`src/design/assert_macros.svh`:
```
// Assertion macros for the sorter datapath.
// Each macro expects clk and arst_n to be in scope.
`ifndef ASSERT_MACROS_SVH
`define ASSERT_MACROS_SVH

// property checked at every clock edge out of reset
`define ASSERT_ALWAYS(lbl, expr, msg) \
	lbl: assert property (@(posedge clk) disable iff (!arst_n) (expr)) else $error(msg);

// implication checked at every clock edge out of reset
`define ASSERT_IMPLIES(lbl, ante, cons, msg) \
	lbl: assert property (@(posedge clk) disable iff (!arst_n) (ante) |-> (cons)) else $error(msg);

`endif

```
`src/design/isort_pkg.sv`:
```
// Shared types for the insertion sorter: beat structs, controller states,
// and the command / status bundles between controller and datapath. No dependencies.
package isort_pkg;

	typedef struct packed {
		logic signed [31:0] value;
		logic               last;
	} item_beat_t;

	typedef struct packed {
		logic signed [31:0] sorted_value;
		logic               end_of_run;
		logic               overflow;
	} result_beat_t;

	typedef enum logic [2:0] {
		S_IDLE,
		S_START,
		S_SCAN,
		S_CMP,
		S_OUT_RD,
		S_OUT_LD
	} state_t;

	typedef struct packed {
		logic cap_in;
		logic set_pos;
		logic dec_pos;
		logic rd_scan;
		logic wr_shift;
		logic wr_value;
		logic inc_count;
		logic set_drop;
		logic rd_out;
		logic load_out;
		logic inc_k;
		logic clr_run;
	} cmd_t;

	typedef struct packed {
		logic full;
		logic pos_zero;
		logic gt;
		logic last;
		logic k_last;
		logic out_free;
	} sts_t;

endpackage

```
`src/design/isort_ctrl.sv`:
```
// Sequencer for the insertion sorter: walks insertion and readout steps.
// Depends on isort_pkg for state, command and status types.
module isort_ctrl (
	input  logic              clk,
	input  logic              arst_n,
	input  logic              item_valid,
	output logic              item_stall,
	input  isort_pkg::sts_t   sts,
	output isort_pkg::cmd_t   cmd
);

	isort_pkg::state_t state_q;
	isort_pkg::state_t state_d;

	always_ff @(posedge clk or negedge arst_n) begin
		if (!arst_n) begin
			state_q <= isort_pkg::S_IDLE;
		end else begin
			state_q <= state_d;
		end
	end

	always_comb begin
		state_d    = state_q;
		cmd        = '0;
		item_stall = 1'b1;
		unique case (state_q)
			isort_pkg::S_IDLE: begin
				item_stall = 1'b0;
				if (item_valid) begin
					cmd.cap_in = 1'b1;
					state_d    = isort_pkg::S_START;
				end
			end
			isort_pkg::S_START: begin
				if (sts.full) begin
					cmd.set_drop = 1'b1;
					state_d      = sts.last ? isort_pkg::S_OUT_RD : isort_pkg::S_IDLE;
				end else begin
					cmd.set_pos = 1'b1;
					state_d     = isort_pkg::S_SCAN;
				end
			end
			isort_pkg::S_SCAN: begin
				if (sts.pos_zero) begin
					cmd.wr_value  = 1'b1;
					cmd.inc_count = 1'b1;
					state_d       = sts.last ? isort_pkg::S_OUT_RD : isort_pkg::S_IDLE;
				end else begin
					cmd.rd_scan = 1'b1;
					state_d     = isort_pkg::S_CMP;
				end
			end
			isort_pkg::S_CMP: begin
				if (sts.gt) begin
					cmd.wr_shift = 1'b1;
					cmd.dec_pos  = 1'b1;
					state_d      = isort_pkg::S_SCAN;
				end else begin
					cmd.wr_value  = 1'b1;
					cmd.inc_count = 1'b1;
					state_d       = sts.last ? isort_pkg::S_OUT_RD : isort_pkg::S_IDLE;
				end
			end
			isort_pkg::S_OUT_RD: begin
				cmd.rd_out = 1'b1;
				state_d    = isort_pkg::S_OUT_LD;
			end
			isort_pkg::S_OUT_LD: begin
				if (sts.out_free) begin
					cmd.load_out = 1'b1;
					cmd.inc_k    = 1'b1;
					if (sts.k_last) begin
						cmd.clr_run = 1'b1;
						state_d     = isort_pkg::S_IDLE;
					end else begin
						state_d = isort_pkg::S_OUT_RD;
					end
				end
			end
			default: begin
				state_d = isort_pkg::S_IDLE;
			end
		endcase
	end

endmodule

```
`src/design/isort_dp.sv`:
```
// Datapath for the insertion sorter: sorted store memory, fill count,
// insertion pointer, readout index and result register. Depends on isort_pkg.
`include "assert_macros.svh"

module isort_dp #(
	parameter int MAX_ITEMS = 64
) (
	input  logic                    clk,
	input  logic                    arst_n,
	input  isort_pkg::item_beat_t   item,
	input  logic                    result_stall,
	output logic                    result_valid,
	output isort_pkg::result_beat_t result,
	input  isort_pkg::cmd_t         cmd,
	output isort_pkg::sts_t         sts
);

	localparam int AW = $clog2(MAX_ITEMS);
	localparam int CW = $clog2(MAX_ITEMS + 1);

	logic signed [31:0] mem [MAX_ITEMS];

	logic signed [31:0]      value_q;
	logic                    last_q;
	logic signed [31:0]      rdata_q;
	logic [CW-1:0]           count_q;
	logic [AW-1:0]           pos_q;
	logic [AW-1:0]           k_q;
	logic                    drop_q;
	logic                    result_valid_q;
	isort_pkg::result_beat_t result_q;

	logic [AW-1:0] rd_addr;
	logic          rd_en;
	logic          out_free;

	assign rd_en    = cmd.rd_scan | cmd.rd_out;
	assign rd_addr  = cmd.rd_out ? k_q : (pos_q - AW'(1));
	assign out_free = ~result_valid_q | ~result_stall;

	always_ff @(posedge clk) begin
		if (cmd.wr_shift) begin
			mem[pos_q] <= rdata_q;
		end else if (cmd.wr_value) begin
			mem[pos_q] <= value_q;
		end
		if (rd_en) begin
			rdata_q <= mem[rd_addr];
		end
	end

	always_ff @(posedge clk) begin
		if (cmd.cap_in) begin
			value_q <= item.value;
			last_q  <= item.last;
		end
		if (cmd.load_out) begin
			result_q.sorted_value <= rdata_q;
			result_q.end_of_run   <= sts.k_last;
			result_q.overflow     <= drop_q;
		end
	end

	always_ff @(posedge clk or negedge arst_n) begin
		if (!arst_n) begin
			count_q        <= '0;
			pos_q          <= '0;
			k_q            <= '0;
			drop_q         <= 1'b0;
			result_valid_q <= 1'b0;
		end else begin
			if (cmd.set_pos) begin
				pos_q <= count_q[AW-1:0];
			end else if (cmd.dec_pos) begin
				pos_q <= pos_q - AW'(1);
			end
			if (cmd.clr_run) begin
				count_q <= '0;
				drop_q  <= 1'b0;
				k_q     <= '0;
			end else begin
				if (cmd.inc_count) begin
					count_q <= count_q + CW'(1);
				end
				if (cmd.set_drop) begin
					drop_q <= 1'b1;
				end
				if (cmd.inc_k) begin
					k_q <= k_q + AW'(1);
				end
			end
			if (cmd.load_out) begin
				result_valid_q <= 1'b1;
			end else if (!result_stall) begin
				result_valid_q <= 1'b0;
			end
		end
	end

	assign sts.full     = (count_q == CW'(MAX_ITEMS));
	assign sts.pos_zero = (pos_q == '0);
	assign sts.gt       = (rdata_q > value_q);
	assign sts.last     = last_q;
	assign sts.k_last   = (CW'(k_q) == count_q - CW'(1));
	assign sts.out_free = out_free;

	assign result_valid = result_valid_q;
	assign result       = result_q;

	`ASSERT_ALWAYS(a_count_cap, count_q <= CW'(MAX_ITEMS), "fill count beyond capacity")
	`ASSERT_ALWAYS(a_count_step, (count_q == $past(count_q)) || (count_q == '0) || (count_q == $past(count_q) + CW'(1)), "fill count jumped")
	`ASSERT_IMPLIES(a_wr_in_range, cmd.wr_shift || cmd.wr_value, (CW'(pos_q) <= count_q) && (count_q < CW'(MAX_ITEMS)), "store write outside filled range")

endmodule

```
`src/design/insertion_sorter.sv`:
```
// Insertion sorter: a new beat is accepted only once the last is placed, by scanning down
// the store, shifting up each stored value above it; a beat at a full store is dropped.
// After a run's last beat, readout alternates a read of the sorted store and a result load,
// which waits while a held result is stalled; both use the single read port of the store.
// Reset clears fill count, overflow flag and controller; store contents need no clearing.
module insertion_sorter #(
	parameter int MAX_ITEMS = 64
) (
	input  logic                    clk,
	input  logic                    arst_n,
	input  logic                    item_valid,
	output logic                    item_stall,
	input  isort_pkg::item_beat_t   item,
	output logic                    result_valid,
	input  logic                    result_stall,
	output isort_pkg::result_beat_t result
);

	isort_pkg::cmd_t cmd;
	isort_pkg::sts_t sts;

	isort_ctrl u_ctrl (
		.clk        (clk),
		.arst_n     (arst_n),
		.item_valid (item_valid),
		.item_stall (item_stall),
		.sts        (sts),
		.cmd        (cmd)
	);

	isort_dp #(
		.MAX_ITEMS (MAX_ITEMS)
	) u_dp (
		.clk          (clk),
		.arst_n       (arst_n),
		.item         (item),
		.result_stall (result_stall),
		.result_valid (result_valid),
		.result       (result),
		.cmd          (cmd),
		.sts          (sts)
	);

endmodule

```
`config.mk`:
```
export PLATFORM = sky130hd
export DESIGN_NAME = insertion_sorter
export DESIGN_NICKNAME = d
export VERILOG_FILES = /design/src/design/isort_pkg.sv /design/src/design/isort_ctrl.sv /design/src/design/isort_dp.sv /design/src/design/insertion_sorter.sv
export VERILOG_INCLUDE_DIRS = /design/src /design/src/design
export SDC_FILE = /design/constraint.sdc
export NUM_CORES = 2
export LEC_CHECK = 0
export BUFFER_PORTS_ARGS = -buffer_cell sky130_fd_sc_hd__clkbuf_2
export CORE_MARGIN = 1
export CORE_UTILIZATION = 45
export CTS_CLUSTER_DIAMETER = 40
export CTS_CLUSTER_SIZE = 25
export DETAILED_ROUTE_END_ITERATION = 8
export PLACE_DENSITY = 0.72
export SYNTH_ARGS = -nofsm -noshare
export SYNTH_HDL_FRONTEND = slang
export SYNTH_SLANG_ARGS = --single-unit
```
`constraint.sdc`:
```
create_clock -name clk -period 9.2 [get_ports clk]
set_input_delay 0 -clock clk [delete_from_list [all_inputs] [get_ports clk]]
set_output_delay 0 -clock clk [all_outputs]
set_load 0.01 [all_outputs]
```
==> summary.txt <==
Cells and area
  • Post-route cell area: roughly 96,000 um2
  • Post-layout nets: 4,122
  • Synth-to-Final Area Change: 14.9%
  • Share of layout cells above drive strength 1: a little under 30%

Pwr
  • Net Switching: between 10,000 and 15,000 uW
  • P_int: between 20,000 and 25,000 uW
  • Peak supply drop: 0.505 mV
  • Seq pwr share: 37.0%
  • PwrDens: ~390 nW/um2
  • Gate power share: roughly two fifths
  • Pleak: roughly 0.030 uW
  • Clk pwr share: between 20% and 30%
  • Sw frac: 36.4%

Logic synthesis
  • Cells after Synth: ~3,800
  • Mux cell area share after synthesis: 15.6%
  • Synth Area in XOR/XNOR: less than 1%
  • Adder-Cell Fraction of Synth Area: less than 1%
  • Seq/Total Area, Yosys: 77.9%
  • Largest cells by area after synthesis: edfxtp_1 (77%), mux4_2 (14%), mux2i_1 (1.4%), a22oi_1 (1.3%), dfrtp_1 (0.72%)
  • Leading area contributor after synthesis: edfxtp_1
  • Most frequent cell after synthesis: edfxtp_1
  • Synthesized Nets: about 3,800
  • Synth Cell Area: about 84,000 um2
  • Compound-Gate Fraction of Synth Area: under 10%
  • Top cell types by occurrence after synthesis: edfxtp_1 (2,147), mux4_2 (510), a22oi_1 (140), mux2i_1 (119), nor2_1 (96)
  • Asr flop ratio synth: 1.11%
  • Ys flop type: edfxtp_1
  • Mapped Avg Cell Area: roughly 22 um2
  • Yosys reg bits: about 2,200
  • Post-synth EDFFs: ~2,100
  • Yosys cell types: between 50 and 60
  • Post-Synth Simple-Gate Area: ~2%
  • Synth warn: 0
  • Largest family of logic cells by synthesized area: multiplexers
  • Top cell type's share of synthesized area: 77.2%

Floorplanning
  • Die height: roughly 430 um
  • Area of the die: roughly 190,000 um2
  • Core area: roughly 180,000 um2
  • Row cnt: 157
  • I/O pin count: 73
  • Starting Density: a little under half
  • Chip width: roughly 430 um

Timing
  • F_max: between 0.15 and 0.2 GHz
  • RSZ-0062 raised after global routing: no
  • Final worst path period share: between 50% and 60%
  • Final Hold Fails: 0
  • Final Max Slew Viols: 0
  • Min Tclk post-route: 5.20 ns
  • Hold slack: a little under 0.1 ns
  • Setup TNS: 0 ns
  • Worst Max-Slew Pin Slew: 1.17 ns
  • Worst Clk Skew: roughly 0.044 ns
  • Setup ws final: around 4.0 ns
  • Final setup viols: 0
  • Slew headroom: between 20 and 25%

GRT
  • GRT Total Usage: 23.1%
  • Initial antenna violation count: 25
  • Largest net degree at the start of global routing: 144
  • Vias in the first global route: between 40,000 and 50,000
  • Gr ovfl total: 0
  • First-pass GRT wire length: about 300,000 um

Routing
  • WL/cell: 32.1 um
  • DR vias: 42,100
  • Detailed Route Iter0 Violations: about 5,500
  • Detailed Routing Iterations Pass 1: 5
  • Vias/cell: between 6 and 7
  • DRC violations left: 0
  • Final WL: between 200,000 and 250,000 um
  • Antenna viol nets, final: 0

Clocking
  • Post-CTS Setup Repair Bufs: 0
  • TritonCTS Buffers: 217
  • Htree depth: 4
  • Clock root cell: clkbuf_16
  • Clock Tree Buf Depth: 3
  • Num Clock Sinks: about 2,200
  • Worst-skew pair later-pin latency: 0.86 ns
  • Worst-path clk slew: 0.07 ns
  • CTS tree: built

Setup path
  • Crit end category: flip-flop
  • WP data required: 9.78 ns
  • Nature of the critical path startpoint: flip-flop
  • Max FO, Critical Path: 46
  • Crit path kind: reg2reg
  • Worst path arrival time: slightly below 6 ns

Placed design
  • Worst slack, placed: just over 4 ns
  • GP Congestion: about 0.91
  • # port buffers: 72
  • Placed inst area: just under 90,000 um2
  • Hpwl dp: 118,000 um

Run
  • # Max-Cap Violations: 0

Status
  • Outcome: complete, no violations

Worst hold path
  • Hold Path Class: in2reg
power groups by stage:
| stage | logic, uW | registers (uW) | clock network [uW] |
|---|---|---|---|
| finish | 14300 | 13800 | 9110 |
| global route | 15000 | 13800 | 9580 |
| CTS | 14300 | 13700 | 9210 |
| detailed placement | 14200 | 13900 | 0 |
| global placement | 14000 | 13900 | 0 |
| floorplan | 9460 | 13700 | 0 |
layer usage:
layer / up-vias / GRT usage, % / wire [um]
met3: 466 / 5.23 / 22700
met5: - / 0 / 90
met2: 2603 / 36.1 / 103000
li1: 16600 / - / -
met1: 22400 / 31.1 / 79900
met4: 12 / 10.2 / 10200
stage by stage:
step	instances	power (uW)	utilization, %
3_5_place_dp	6226	28100	47.7
2_1_floorplan	3750	23100	-
6_report	6730	37200	52.3
4_1_cts	6704	37200	52.2
3_3_place_gp	6226	27900	47.7
5_1_grt	6712	38300	52.2
registers in the layout (all words and copies together), names as in the netlist:
signal,cells
u_ctrl.state_q,3
u_dp.count_q,7
u_dp.drop_q,1
u_dp.k_q,6
u_dp.last_q,1
u_dp.mem,2048
u_dp.pos_q,6
u_dp.rdata_q,32
u_dp.result,34
u_dp.result_valid,1
u_dp.value_q,32
layout make-up:
type	instances	area, um2
antenna	26	65.1
timing repair buffer	276	2130
clock inverter	178	1990
sequential	2171	65100
inverter	44	165
tap	2464	3080
fill	13700	87700
multi-input combinational	1339	17900
clock buffer	232	5560
critical path, stage by stage, from the launching register on:
cell and delay [ns]:
dfrtp_1 0.53, or3b_1 0.68, a21oi_4 0.99, buf_4 0.84, mux4_2 0.61, a22oi_1 0.29
a21oi_1 0.30, or4_1 0.57
path summary, 6_finish.rpt:
| path | depth (start not counted) | slack, ns | end | startpoint |
|---|---|---|---|---|
| worst max-delay path | 7 | 4.00 | u_dp.rdata_q[31] | u_ctrl.state_q[0] |
| worst min-delay path | 2 | 0.1 | u_dp.value_q[5] | item[6] |
| worst max register to register | 7 | 4.00 | u_dp.rdata_q[31] | u_ctrl.state_q[0] |
| worst min register to register | 0 | 0.57 | u_dp.result[12] | u_dp.rdata_q[10] |
| max in group asynchronous | 4 | 8.46 | u_dp.pos_q[4] | arst_n |
| min in group asynchronous | 4 | 0.57 | u_dp.k_q[2] | arst_n |
cell families (layout without fill, tap and decap cells):
family | count (synthesis) | count (layout)
mux | 664 | 664
flops | 2171 | 2171
fa+ha+maj | 36 | 36
xor+xnor | 16 | 16
compound gates | 293 | 293
other cells | 0 | 26
buf+inv | 240 | 730
simple gates | 330 | 330
timing repair:
action / 4_1_cts / 5_1_grt
hold buffers: 68 / 0
resized for setup: 0 / 0
hold endpoints to repair: 100 / 0
layout by cell type (no fill, tap or decap), types with 24 or more instances in the layout:
cell	n
clkbuf_2	72
inv_1	43
edfxtp_1	2147
dfrtp_1	24
nor2_1	29
a21oi_1	40
clkinv_2	26
nand2_1	67
buf_4	131
o22ai_1	57
diode_2	26
mux2_2	34
mux2i_1	119
nand3_1	65
inv_6	28
clkinvlp_4	30
ha_1	36
nor2_4	65
mux4_2	510
a22oi_1	140
clkbuf_16	220
dlygate4sd3_1	67
Power figures use the tool's default switching activity.
